$ cat config.mk
export PLATFORM = sky130hd
export DESIGN_NAME = blpm_walk_flat
export DESIGN_NICKNAME = d
export VERILOG_FILES = /design/src/blpm_pkg.sv /design/src/blpm_stream_if.sv /design/src/blpm_walk.sv /design/src/flat_wrapper.sv
export SDC_FILE = /design/constraint.sdc
export NUM_CORES = 1
export LEC_CHECK = 0
export ABC_AREA = 1
export BUFFER_PORTS_ARGS = -buffer_cell sky130_fd_sc_hd__buf_4
export CAP_MARGIN = 0
export CORE_ASPECT_RATIO = 1.1
export CORE_MARGIN = 2
export CORE_UTILIZATION = 55
export DETAILED_ROUTE_END_ITERATION = 10
export PLACE_DENSITY = 0.89
export RECOVER_POWER = 100
export SLEW_MARGIN = 10
export SYNTH_ARGS = -nofsm -noshare
export SYNTH_HDL_FRONTEND = slang
export SYNTH_SLANG_ARGS = --single-unit
$ cat constraint.sdc
create_clock -name i_clk -period 11.87 [get_ports i_clk]
set_clock_uncertainty 0.15 [all_clocks]
set_input_delay 0.5935 -clock i_clk [delete_from_list [all_inputs] [get_ports i_clk]]
set_output_delay 0.5935 -clock i_clk [all_outputs]
set_load 0.01 [all_outputs]
$ cat src/blpm_pkg.sv
`default_nettype none
package blpm_pkg;

    localparam int NODE_COUNT_DEF    = 4096;
    localparam int ROUTE_ID_BITS_DEF = 16;

    localparam int ADDR_BITS = 32;
    localparam int TOP_BIT   = 31;
    localparam int ROUTE_W   = 16;

    typedef enum logic {
        CMD_INSERT = 1'b0,
        CMD_LOOKUP = 1'b1
    } t_cmd;

    typedef enum logic {
        ST_IDLE,
        ST_WALK
    } t_state;

    typedef struct packed {
        logic wr_en;
        logic rd_en;
    } t_ram_ctl;

endpackage
`default_nettype wire

$ cat src/blpm_stream_if.sv
`default_nettype none
interface blpm_req_if;
    import blpm_pkg::*;

    logic                 valid;
    logic                 ready;
    logic                 cmd;
    logic [ADDR_BITS-1:0] ip_addr;
    logic [ADDR_BITS-1:0] prefix_mask;
    logic [ROUTE_W-1:0]   route_id;

    modport source (output valid, output cmd, output ip_addr, output prefix_mask,
                    output route_id, input ready);
    modport sink   (input valid, input cmd, input ip_addr, input prefix_mask,
                    input route_id, output ready);
endinterface

interface blpm_rsp_if;
    import blpm_pkg::*;

    logic               valid;
    logic               ready;
    logic               hit;
    logic [ROUTE_W-1:0] match_route;
    logic               status;

    modport source (output valid, output hit, output match_route, output status,
                    input ready);
    modport sink   (input valid, input hit, input match_route, input status,
                    output ready);
endinterface
`default_nettype wire

$ cat src/blpm_walk.sv
`default_nettype none
module blpm_walk #(
    parameter int NODE_COUNT    = blpm_pkg::NODE_COUNT_DEF,
    parameter int ROUTE_ID_BITS = blpm_pkg::ROUTE_ID_BITS_DEF,
    parameter int IDX_W         = $clog2(NODE_COUNT),
    parameter int NODE_W        = 2 * IDX_W + 1 + ROUTE_ID_BITS
) (
    input  wire logic                i_clk,
    input  wire logic                i_rst_n,
    blpm_req_if.sink                 i_req,
    blpm_rsp_if.source               o_rsp,
    output blpm_pkg::t_ram_ctl       o_ram_ctl,
    output logic [IDX_W-1:0]         o_ram_wr_addr,
    output logic [NODE_W-1:0]        o_ram_wr_data,
    output logic [IDX_W-1:0]         o_ram_rd_addr,
    input  wire logic [NODE_W-1:0]   i_ram_rd_data
);
    import blpm_pkg::*;

    localparam int CNT_W = IDX_W + 1;
    localparam int RID_W = ROUTE_ID_BITS;

    t_state              r_state, n_state;
    t_cmd                r_cmd, n_cmd;
    logic [ADDR_BITS-1:0] r_addr, n_addr;
    logic [ADDR_BITS-1:0] r_mask, n_mask;
    logic [RID_W-1:0]    r_rid, n_rid;
    logic [IDX_W-1:0]    r_cur, n_cur;
    logic [NODE_W-1:0]   r_node, n_node;
    logic [NODE_W-1:0]   r_root, n_root;
    logic                r_use_rd, n_use_rd;
    logic                r_found, n_found;
    logic [RID_W-1:0]    r_best, n_best;
    logic [CNT_W-1:0]    r_free, n_free;
    logic                r_out_valid, n_out_valid;
    logic                r_out_hit, n_out_hit;
    logic [ROUTE_W-1:0]  r_out_route, n_out_route;
    logic                r_out_status, n_out_status;

    logic [NODE_W-1:0]   cur_node;
    logic [RID_W-1:0]    node_route;
    logic                node_has;
    logic [IDX_W-1:0]    node_child0;
    logic [IDX_W-1:0]    node_child1;
    logic [IDX_W-1:0]    nxt;
    logic                addr_bit;
    logic                out_free;
    logic                pool_full;
    logic                node_wr;
    logic [NODE_W-1:0]   wr_node;
    logic [RID_W+ROUTE_W-1:0] rid_ext;
    logic [RID_W+ROUTE_W-1:0] best_ext;
    logic [RID_W-1:0]    root_route;
    logic                root_has;

    // current node comes from the RAM right after a child fetch
    assign cur_node    = r_use_rd ? i_ram_rd_data : r_node;
    assign node_route  = cur_node[RID_W-1:0];
    assign node_has    = cur_node[RID_W];
    assign node_child0 = cur_node[RID_W+IDX_W:RID_W+1];
    assign node_child1 = cur_node[NODE_W-1:RID_W+IDX_W+1];
    assign addr_bit    = r_addr[TOP_BIT];
    assign nxt         = addr_bit ? node_child1 : node_child0;
    assign out_free    = !r_out_valid || o_rsp.ready;
    assign pool_full   = r_free >= CNT_W'(NODE_COUNT);
    assign rid_ext     = {RID_W'(0), i_req.route_id};
    assign root_route  = r_root[RID_W-1:0];
    assign root_has    = r_root[RID_W];

    assign i_req.ready       = (r_state == ST_IDLE);
    assign o_rsp.valid       = r_out_valid;
    assign o_rsp.hit         = r_out_hit;
    assign o_rsp.match_route = r_out_route;
    assign o_rsp.status      = r_out_status;

    always_ff @(posedge i_clk) begin
        if (!i_rst_n) begin
            r_state     <= ST_IDLE;
            r_root      <= '0;
            r_free      <= CNT_W'(1);
            r_use_rd    <= 1'b0;
            r_out_valid <= 1'b0;
        end else begin
            r_state     <= n_state;
            r_root      <= n_root;
            r_free      <= n_free;
            r_use_rd    <= n_use_rd;
            r_out_valid <= n_out_valid;
        end
    end

    always_ff @(posedge i_clk) begin
        r_cmd        <= n_cmd;
        r_addr       <= n_addr;
        r_mask       <= n_mask;
        r_rid        <= n_rid;
        r_cur        <= n_cur;
        r_node       <= n_node;
        r_found      <= n_found;
        r_best       <= n_best;
        r_out_hit    <= n_out_hit;
        r_out_route  <= n_out_route;
        r_out_status <= n_out_status;
    end

    always_comb begin
        n_state      = r_state;
        n_cmd        = r_cmd;
        n_addr       = r_addr;
        n_mask       = r_mask;
        n_rid        = r_rid;
        n_cur        = r_cur;
        n_node       = r_node;
        n_root       = r_root;
        n_use_rd     = 1'b0;
        n_found      = r_found;
        n_best       = r_best;
        n_free       = r_free;
        n_out_valid  = r_out_valid;
        n_out_hit    = r_out_hit;
        n_out_route  = r_out_route;
        n_out_status = r_out_status;
        node_wr      = 1'b0;
        wr_node      = cur_node;
        o_ram_ctl    = '0;
        o_ram_rd_addr = nxt;
        best_ext     = '0;

        if (r_out_valid && o_rsp.ready) begin
            n_out_valid = 1'b0;
        end

        case (r_state)
            ST_IDLE: begin
                if (i_req.valid) begin
                    n_state  = ST_WALK;
                    n_cmd    = t_cmd'(i_req.cmd);
                    n_addr   = i_req.ip_addr;
                    n_mask   = (t_cmd'(i_req.cmd) == CMD_LOOKUP) ? '1 : i_req.prefix_mask;
                    n_rid    = rid_ext[RID_W-1:0];
                    n_cur    = '0;
                    n_node   = r_root;
                    n_found  = root_has;
                    n_best   = root_route;
                end
            end
            ST_WALK: begin
                // pick up the route of a freshly fetched node
                if (r_cmd == CMD_LOOKUP && r_use_rd && node_has) begin
                    n_found = 1'b1;
                    n_best  = node_route;
                end
                n_node = cur_node;

                if (!r_mask[TOP_BIT] || (nxt == '0 && (r_cmd == CMD_LOOKUP || pool_full))) begin
                    // end of walk; hold until the output register is free
                    if (out_free) begin
                        n_state     = ST_IDLE;
                        n_out_valid = 1'b1;
                        if (r_cmd == CMD_LOOKUP) begin
                            best_ext     = {ROUTE_W'(0), n_best};
                            n_out_hit    = n_found;
                            n_out_route  = n_found ? best_ext[ROUTE_W-1:0] : '0;
                            n_out_status = 1'b0;
                        end else begin
                            node_wr      = 1'b1;
                            n_out_hit    = 1'b0;
                            n_out_route  = '0;
                            n_out_status = r_mask[TOP_BIT];
                            if (!r_mask[TOP_BIT]) begin
                                wr_node = {node_child1, node_child0, 1'b1, r_rid};
                            end
                        end
                    end
                end else if (nxt != '0) begin
                    o_ram_ctl.rd_en = 1'b1;
                    n_use_rd = 1'b1;
                    n_cur    = nxt;
                    n_addr   = {r_addr[TOP_BIT-1:0], 1'b0};
                    n_mask   = {r_mask[TOP_BIT-1:0], 1'b0};
                end else begin
                    // allocate a child, write back the parent with its new link
                    node_wr = 1'b1;
                    if (addr_bit) begin
                        wr_node = {r_free[IDX_W-1:0], node_child0, node_has, node_route};
                    end else begin
                        wr_node = {node_child1, r_free[IDX_W-1:0], node_has, node_route};
                    end
                    n_node = '0;
                    n_cur  = r_free[IDX_W-1:0];
                    n_free = r_free + CNT_W'(1);
                    n_addr = {r_addr[TOP_BIT-1:0], 1'b0};
                    n_mask = {r_mask[TOP_BIT-1:0], 1'b0};
                end
            end
            default: begin
                n_state = ST_IDLE;
            end
        endcase

        if (node_wr) begin
            if (r_cur == '0) begin
                n_root = wr_node;
            end else begin
                o_ram_ctl.wr_en = 1'b1;
            end
        end
    end

    assign o_ram_wr_addr = r_cur;
    assign o_ram_wr_data = wr_node;

    a_no_rw_collide: assert property (@(posedge i_clk) disable iff (!i_rst_n)
        !(o_ram_ctl.wr_en && o_ram_ctl.rd_en))
        else $error("node RAM read and write in one cycle");

    a_no_root_in_ram: assert property (@(posedge i_clk) disable iff (!i_rst_n)
        o_ram_ctl.wr_en |-> o_ram_wr_addr != '0)
        else $error("root node written to RAM");

    a_free_bound: assert property (@(posedge i_clk) disable iff (!i_rst_n)
        r_free != '0 && r_free <= CNT_W'(NODE_COUNT))
        else $error("free node counter out of range");

    a_fetch_in_walk: assert property (@(posedge i_clk) disable iff (!i_rst_n)
        o_ram_ctl.rd_en |=> r_state == ST_WALK && r_use_rd)
        else $error("child fetch outside a walk");

    a_hit_no_status: assert property (@(posedge i_clk) disable iff (!i_rst_n)
        r_out_valid |-> !(r_out_hit && r_out_status))
        else $error("result carries both hit and full status");

endmodule
`default_nettype wire

$ cat src/flat_wrapper.sv
// flat-port wrapper written by rule: the top's interface ports become plain ports
module blpm_walk_flat import blpm_pkg::*;
#(
    parameter int NODE_COUNT    = blpm_pkg::NODE_COUNT_DEF,
    parameter int ROUTE_ID_BITS = blpm_pkg::ROUTE_ID_BITS_DEF,
    parameter int IDX_W         = $clog2(NODE_COUNT),
    parameter int NODE_W        = 2 * IDX_W + 1 + ROUTE_ID_BITS
)
  (i_clk, i_rst_n, o_ram_ctl, o_ram_wr_addr, o_ram_wr_data, o_ram_rd_addr, i_ram_rd_data, i_req_valid, i_req_cmd, i_req_ip_addr, i_req_prefix_mask, i_req_route_id, i_req_ready, o_rsp_valid, o_rsp_hit, o_rsp_match_route, o_rsp_status, o_rsp_ready);
  blpm_req_if i_req_i ();
  blpm_rsp_if o_rsp_i ();
  input  wire logic i_clk;
  input  wire logic i_rst_n;
  output blpm_pkg::t_ram_ctl o_ram_ctl;
  output logic [IDX_W-1:0] o_ram_wr_addr;
  output logic [NODE_W-1:0] o_ram_wr_data;
  output logic [IDX_W-1:0] o_ram_rd_addr;
  input  wire logic [NODE_W-1:0] i_ram_rd_data;
  input wire logic [$bits(i_req_i.valid)-1:0] i_req_valid;
  input wire logic [$bits(i_req_i.cmd)-1:0] i_req_cmd;
  input wire logic [$bits(i_req_i.ip_addr)-1:0] i_req_ip_addr;
  input wire logic [$bits(i_req_i.prefix_mask)-1:0] i_req_prefix_mask;
  input wire logic [$bits(i_req_i.route_id)-1:0] i_req_route_id;
  output wire logic [$bits(i_req_i.ready)-1:0] i_req_ready;
  output wire logic [$bits(o_rsp_i.valid)-1:0] o_rsp_valid;
  output wire logic [$bits(o_rsp_i.hit)-1:0] o_rsp_hit;
  output wire logic [$bits(o_rsp_i.match_route)-1:0] o_rsp_match_route;
  output wire logic [$bits(o_rsp_i.status)-1:0] o_rsp_status;
  input wire logic [$bits(o_rsp_i.ready)-1:0] o_rsp_ready;
  assign i_req_i.valid = i_req_valid;
  assign i_req_i.cmd = i_req_cmd;
  assign i_req_i.ip_addr = i_req_ip_addr;
  assign i_req_i.prefix_mask = i_req_prefix_mask;
  assign i_req_i.route_id = i_req_route_id;
  assign i_req_ready = i_req_i.ready;
  assign o_rsp_valid = o_rsp_i.valid;
  assign o_rsp_hit = o_rsp_i.hit;
  assign o_rsp_match_route = o_rsp_i.match_route;
  assign o_rsp_status = o_rsp_i.status;
  assign o_rsp_i.ready = o_rsp_ready;
  blpm_walk #(.NODE_COUNT(NODE_COUNT), .ROUTE_ID_BITS(ROUTE_ID_BITS), .IDX_W(IDX_W), .NODE_W(NODE_W)) u_core (.i_clk(i_clk), .i_rst_n(i_rst_n), .i_req(i_req_i), .o_rsp(o_rsp_i), .o_ram_ctl(o_ram_ctl), .o_ram_wr_addr(o_ram_wr_addr), .o_ram_wr_data(o_ram_wr_data), .o_ram_rd_addr(o_ram_rd_addr), .i_ram_rd_data(i_ram_rd_data));
endmodule
==> results.txt, run 1 <==
* Area Growth Syn to Fin: 16.5%
- Number of enable-type register cells in the synthesized netlist: 169
- Slowest cell on crit path: sky130_fd_sc_hd__dfxtp_1
- The number of global-route vias before repair came to 9827.
- Count of buffers inserted at the top-level ports: 212
- Clock Sinks: between 200 and 250
- Post-cts resize count: 0
- Among all cell types in the netlist, the one instantiated most often is sky130_fd_sc_hd__nand2_1.
- For this run, the number of Yosys warnings is 0.
* TritonCTS Buffers: 24
- Setup repair after global routing left no endpoint under its margin.
* Top cells by instance count after synthesis: sky130_fd_sc_hd__nand2_1, sky130_fd_sc_hd__edfxtp_1, sky130_fd_sc_hd__nor2_1, sky130_fd_sc_hd__o21ai_0, sky130_fd_sc_hd__inv_1
- The internal power of the cells totals around 0.0015 W.
- For this run, asynchronously set or reset flops after synthesis account for 0.
- The mapped netlist covers 0.0119 mm2.
* Outcome: finished with violations
* Die area: 0.0229 mm2
* Setup TNS: 0 ns
* Worst hold path class: in -> reg
- The routed design has 32700 um of wire.
- Router iterations before antenna repair: 5
- After synthesis, the largest family of logic cells by area is simple AND/OR/NAND/NOR gates.
- Count of endpoints failing hold in the final timing report: 0
- Share of the synthesized netlist area taken by xor and xnor gates: 0.00734
- After synthesis, the netlist uses 37 different library cells.
* Highest cell delay on the worst timing path: ~1.7 ns
* Flip-flop and latch count after synthesis: 226
- Hold-fix buffers, CTS: 0
- The first global-routing pass estimated 50500 um of wire.
- Synth Area in Simple Gates: 0.307
- For the pin with the worst max-slew slack, the measured transition is 4.78 ns.
- Height of the die: about 160 um
* Cell Pwr Density: 148 mW/mm2
* Arrival time at the worst endpoint: roughly 8.6 ns
- Of the cells placed in the final design, the portion with a size suffix greater than 1 is 0.130.
* Worst-case vdd ir drop: 0.000121 V
* Sw power: ~0.00058 W
* Floorplan row count: 56
- Number of antenna violations at the first check in global routing: 1
- Final net count: about 1.7k
- Based on the critical path, the design can be clocked at up to 122 MHz.
- H-Tree Level Count: 1
- The clock reaches the later pin of the worst-skew pair after 0.55 ns.
- Setup crit start kind: flop
- Overall power consumption: 0.00206 W
- The longest clock path from root to sink contains 3 buffers.
- Violated checks: capacitance limit, slew limit
* Max-slew headroom at the worst pin: -2.19
* Clk pwr share: 0.367
- TritonCTS built the clock tree.
* Global router's overall resource usage: 0.282
* Number of maximum-capacitance violations: 5
- Synth top area share: 0.425
- In this run the standard cell core region covers 0.0213 mm2.
* Post-synthesis mux area share: 0.0134
- Required arrival time at the worst endpoint: 12.19 ns
- The worst setup path is of the reg -> reg kind.
- The share of total power dissipated in combinational logic is 0.168.
- For this design the static power due to leakage is 6.05 nW.
- For this run, the register share of the synthesized area comes to 0.521.
* Clock transition at the register clock pins on the worst setup and hold paths after CTS: 0.06 ns
- Most area-consuming cells after synthesis: sky130_fd_sc_hd__edfxtp_1, sky130_fd_sc_hd__nand2_1, sky130_fd_sc_hd__dfxtp_1
- Via density per instance: approximately 5.5
* Effective utilization at floorplan: 0.560
* Number of post-CTS setup repair buffers: 0
- The cell sitting at the root of the clock tree is a sky130_fd_sc_hd__clkbuf_16.
* Maximum number of pins on one net before global-route repair: 116
- Counting both buffers and inverters, the worst setup path holds a total of 2.
* DRC violation total after the first TritonRoute iteration: 987
* Wire length per cell: between 15 and 20 um
* Post-route clock period utilization: 0.693
* DRC violation count after routing: 0
* Area leader, netlist: sky130_fd_sc_hd__edfxtp_1
* Average footprint of a synthesized cell: 8.10 um2
- Number of nets in the synthesized netlist: about 1.6k
- In this run the worst path has a maximum fanout of 43.
- Across all layers, the routed design uses between 10k and 15k vias.
* Detail Placement HPWL: 21300 um
* Sequential share of power: 0.465
- Total inserted antenna cells: 0
* Placer's final routability congestion estimate: a little under 1
- Of the total synthesized cell area, the portion taken by full adders, half adders and majority gates is 0.00105.
- Minimum period implied by the final worst setup slack: ~8.2 ns
- Setup violations remaining at the end of the flow were counted as 0.
* Overflow left after global routing: 0
- In this run the count of I/O pins placed on the die edge is 213.
- The cell count after synthesis came out at 1472.
- The synthesized-area fraction occupied by ao, oa, aoi and oai cells was 0.0761.
- The number of slew-limit violations in the final report came to 394.
* Detail Route Antenna Nets: 0
* Cells along the critical path: clkinvlp_2, nand2_1, nand3_1, nand2_1, nand2_1, nor2_4, nand3_4, nand2_1, nand4_1, buf_4, nand2_1, nand2_1, nor2_1
* Switching share of total power: 0.280
- Cell occurring most often along the worst timing path: sky130_fd_sc_hd__nand2_1
* Kind of cell adding the most delay to the critical path: simple AND/OR/NAND/NOR gates
- In this run the horizontal extent of the chip is 144 um.
- The most used flip-flop cell after synthesis is sky130_fd_sc_hd__edfxtp_1.
* Critical path endpoint category: flop
* FF-to-FF setup slack: about 3.6 ns
final timing paths:
check,startpoint,to,cells past startpoint
worst max-delay path,u_core.r_use_rd$_SDFF_PN0_,u_core.r_root[36]$_SDFFE_PN0P_,13
worst min-delay path,i_req_route_id[12],u_core.r_rid[12]$_DFFE_PP_,1
worst max register to register,u_core.r_use_rd$_SDFF_PN0_,u_core.r_root[36]$_SDFFE_PN0P_,13
worst min register to register,u_core.r_mask[30]$_DFFE_PP_,u_core.r_mask[31]$_DFFE_PP_,2
metal layers:
layer  vias to the layer above  global-route usage  share of wire
met5                         -                   0              0
met4                         0               0.103          0.036
met3                        83              0.0617          0.093
met2                       494               0.466           0.47
met1                      4845               0.369           0.40
li1                       5110                   -              -
state kept, by name (all words and copies together), names as in the netlist, 12 cells and up:
name and flops:
u_core.r_rid 16, u_core.r_free 13, u_core.r_addr 32, u_core.r_root 41, u_core.r_mask 32, u_core.r_best 16, u_core.r_node 41, u_core.o_ram_wr_addr 12
u_core.o_rsp.match_route 16
layout by cell type, fill, tap and decap left out, types with 2 or more instances in the layout:
cell type,count
sky130_fd_sc_hd__clkbuf_1,79
sky130_fd_sc_hd__o211ai_1,16
sky130_fd_sc_hd__nor2_4,4
sky130_fd_sc_hd__clkinv_1,7
sky130_fd_sc_hd__and2_1,24
sky130_fd_sc_hd__clkbuf_4,16
sky130_fd_sc_hd__nand3_1,73
sky130_fd_sc_hd__nand3_2,10
sky130_fd_sc_hd__nand4_1,39
sky130_fd_sc_hd__mux2i_1,16
sky130_fd_sc_hd__inv_1,100
sky130_fd_sc_hd__nor4_1,4
sky130_fd_sc_hd__clkinvlp_2,2
sky130_fd_sc_hd__clkbuf_16,24
sky130_fd_sc_hd__edfxtp_1,169
sky130_fd_sc_hd__bufinv_16,3
sky130_fd_sc_hd__nor2_1,127
sky130_fd_sc_hd__buf_4,131
sky130_fd_sc_hd__nand2_1,539
sky130_fd_sc_hd__clkinv_2,4
sky130_fd_sc_hd__a21oi_1,23
sky130_fd_sc_hd__dfxtp_1,57
sky130_fd_sc_hd__xor2_1,9
sky130_fd_sc_hd__o21ai_0,130
sky130_fd_sc_hd__nor3_1,7
sky130_fd_sc_hd__nand2_2,11
kinds of logic (layout without fill, tap and decap cells):
logic type      count (synthesis)  in the layout
compound gates                172            172
xor+xnor                       10             10
fa+ha+maj                       1              1
buf+inv                       205            369
flops                         226            226
mux                            16             16
simple gates                  842            842
stage by stage:
step	setup WS [ns]	std cells	cell area, um2	util	hold slack [ns]
finish	3.65	1926	13900	0.652	0.0959
global route	2.96	1926	13900	0.652	0.0852
CTS	6.22	1926	14300	0.670	0.0581
detailed placement	6.66	1882	13500	0.633	0.355
global placement	6.81	1882	13500	0.633	0.347
floorplan	4.79	1472	11900	-	0.327
power groups by stage:
stage                     clock, W  sequential, W  combinational [W]
after CTS                 0.000767       0.000959           0.000368
final                     0.000757       0.000959           0.000348
after global placement           0       0.000972           0.000356
after floorplan                  0       0.000963           0.000228
after detailed placement         0       0.000974           0.000364
after global routing      0.000797       0.000964           0.000383
cell type report:
class                   count  area (um2)
flip-flops and latches    226        6220
clock buffers              30         623
clock inverters            14         170
fillers                  1835        7400
inverters                 105         398
multi-input cells        1041        4750
well taps                 290         363
repair buffers            220        1380
Note: power is estimated with default switching activity, not from simulation.
==> run 2: changes to the inputs <==
clock period = 7.7 ns   (was 11.87 ns; I/O delays follow)
==> run 2 against run 1 <==
Effect of this change: the flow still finishes with violations (capacitance limit, slew limit); setup slack worse by 2.4 ns; final cell count rose by 3.7%; utilization grew 3.1 points; sequential power is 54% higher; clock power increased by 53%; final area grew 4.8%; sequential share of layout area decreased by 2.0 points; combinational power increased by 65%; global-route usage increased by 2.8 points; die area did not move; clock-buffer cell count rose by 1; first-iteration DRC count up 39%; largest cell class unchanged; highest routed layer unchanged.
==> results.txt, run 2 (synthesized netlist as in run 1, its figures left out) <==
- The clock latency reported for the late side of the worst-skew pair came to 0.54 ns (about the same).
- The cell count after placement came to 1883 (+0.053%).
* Setup TNS: 0 ns (unchanged)
* Proportion of layout cells with a drive suffix above 1: 0.124 (-0.00598)
- The number of filler cells placed in the layout came to 1697 (-7.5%).
- The effective utilization at floorplan is 0.560 (unchanged).
- Die area: 0.0229 mm2 (unchanged)
* Total number of vias: 11.1k (+5.8%)
- Worst hold path class: in -> reg
* Cell Pwr Density: 221 mW/mm2 (+49%)
* Count of endpoints failing hold in the final timing report: 0 (unchanged)
- Count of buffers inserted at the top-level ports: 212 (unchanged)
- The clock input transition at the sequential cells of the worst setup and hold paths was 0.06 ns (about the same).
* CTS tree: yes
- The number of buffers created by CTS was 24 (unchanged).
- The number of setup buffers added after CTS was 0 (unchanged).
- The filler-free cell count of the finished design is 1997 (+3.7%).
- The library cell used most frequently in the layout, excluding fill and tap cells, is sky130_fd_sc_hd__nand2_1.
- Number of I/O pins: 213 (unchanged)
- DRC violation count after routing: 0 (unchanged)
* Cell at the root of the clock tree: sky130_fd_sc_hd__clkbuf_16
- The total grt overflow was 0 (unchanged).
- On the critical path, the stage with the largest delay is an instance of sky130_fd_sc_hd__clkbuf_1.
* Arrival time at the worst endpoint: 6.73 ns (-1.82 ns)
- The wire length after detailed routing came to 36100 um (+10%).
- Setup crit start kind: flop
- DRC violation total after the first TritonRoute iteration: 1374 (+39%)
- The final period demand of the worst path is 6.42 ns (-1.80 ns).
* Number of maximum-capacitance violations: 7 (+2)
- Cells along the critical path: inv_4, nand2_1, nand3_1, nand2_1, nand2_1, nor2_2, nand3_4, nand2_4, nand4_1, clkbuf_1, nand2_1, nand2_1, nor2_1
- Outcome: finished with violations
* Maximum number of pins on one net before global-route repair: 89 (-23%)
* Largest registers ranked by flip-flop count: u_core.r_node: 41 flops, u_core.r_root: 41 flops
- Met1 Usage GRT: 0.391 (+0.0225)
- Final count of pins violating max slew: 358 (-9.1%)
* Floorplan row count: 56 (unchanged)
- The number of global-route vias before repair came to 10.6k (+7.5%).
- H-Tree Level Count: 1 (unchanged)
- Worst hold-check slack: 0.000500 ns (-0.0954 ns)
* Detail Route Antenna Nets: 0 (unchanged)
- Leaving out fill and tap cells, the most frequent cells in the layout are sky130_fd_sc_hd__nand2_1, sky130_fd_sc_hd__edfxtp_1, sky130_fd_sc_hd__o21ai_0, sky130_fd_sc_hd__nor2_1, sky130_fd_sc_hd__buf_4.
- Most used routing layer: met2
* Area Growth Syn to Fin: 22.0%
- The average detailed-routed wire length per instance was 18.1 um (+6.4%).
- Required arrival time at the worst endpoint: 8.01 ns (-4.18 ns)
- Placer's final routability congestion estimate: 0.983 (+2.2%)
- The checks that failed: capacitance limit, slew limit.
- The worst setup path is of the reg -> reg kind.
- Global Route met2 Usage: 0.525 (+0.0598)
- The number of antenna diodes was 0 (unchanged).
- The timing-limited maximum frequency is 156 MHz (+28%).
- Router iterations before antenna repair: 6 (+1)
* Worst setup timing slack at the placement stage: 2.18 ns (-4.47 ns)
* Global router's overall resource usage: 0.311 (+0.0281)
- Post-route clock period utilization: 0.834 (+0.141)
- The maximum number of buffers from clock root to sink is 3 (unchanged).
- Clock Sinks: 226 (unchanged)
- Critical path endpoint category: flop
* Final net count: 1816 (+4.1%)
- The footprint of the flip-flops and latches came to 0.00622 mm2 (about the same).
* Height of the die: 158 um (unchanged)
- The slew at the pin closest to its max-slew limit is 3.73 ns (-1.05 ns).
- The core box area was 0.0213 mm2 (unchanged).
- First-pass GRT wire length: 55300 um (+9.5%)
- The static leakage is 6.33 nW (+4.7%).
- Worst-case setup margin in the final layout: 1.28 ns (-2.37 ns)
* Highest net fanout along the worst path: 52 (+21%)
- The met3 global-route usage was 0.0562 (-0.00541).
* Number of setup violations in the final report: 0 (unchanged)
- Via density per instance: 5.58 (+2.0%)
* Overall power consumption: 0.00321 W (+56%)
* Area of combinational cells with multiple inputs: 0.00471 mm2 (-0.74%)
* Worst-case vdd ir drop: 0.000206 V (+70%)
- In this design, the critical path's most frequently occurring cell is sky130_fd_sc_hd__nand2_1.
- The delay of the slowest cell on the worst path is 1.14 ns (-0.53 ns).
* Number of antenna violations at the first check in global routing: 0 (-1)
* Detail Placement HPWL: 21800 um (+2.3%)
- Setup repair after global routing left no endpoint under its margin.
* Max-slew headroom at the worst pin: -1.49 (+0.700)
- Die outline width: 144 um (unchanged)
## run 2: final timing paths
check,start,endpoint,slack [ns],cells after the start
setup / recovery,u_core.r_use_rd$_SDFF_PN0_,u_core.r_root[24]$_SDFFE_PN0P_,1.28,13
hold / removal,i_req_prefix_mask[2],u_core.r_mask[2]$_DFFE_PP_,0.0005,3
setup reg to reg,u_core.r_use_rd$_SDFF_PN0_,u_core.r_root[24]$_SDFFE_PN0P_,1.28,13
hold reg to reg,u_core.r_root[13]$_SDFFE_PN0P_,u_core.r_root[13]$_SDFFE_PN0P_,0.36,4
## run 2: layout make-up
| type | instances | area share |
|---|---|---|
| clock inverter | 13 | 0.00945 |
| sequential | 226 | 0.427 |
| timing repair buffer | 291 | 0.143 |
| inverter | 105 | 0.0274 |
| tap | 290 | 0.0249 |
| multi-input combinational | 1041 | 0.324 |
| clock buffer | 31 | 0.0444 |
## run 2: through the flow
stage	area [um2]	utilization
2_1_floorplan	11900	-
4_1_cts	15000	0.703
6_report	14600	0.683
3_3_place_gp	13500	0.634
3_5_place_dp	13500	0.634
5_1_grt	14600	0.683
## run 2: worst max-delay path: cells and delay by family (launching register included)
kind                   cells  cell delay [ns]
flip-flops                 1             1.06
buffers and inverters      2             1.45
AND/OR/NAND/NOR           11             3.62
## run 2: report_power, final
group | switching, W | internal [W]
registers | 0.0000497 | 0.00143
logic | 0.000375 | 0.000201
clock network | 0.000496 | 0.000664
total | 0.000920 | 0.00229
## run 2: what timing repair did
item	4_1_cts	5_1_grt
gates resized for setup	0	0
setup endpoints to repair	0	0
endpoints found under the hold margin	70	0
hold buffers	70	0
## run 2: metal layers
metal | wire (um) | part of all wire
met1 | 13800 | 0.38
met2 | 17500 | 0.49
met3 | 3160 | 0.087
met4 | 1680 | 0.047
met5 | 0 | 0
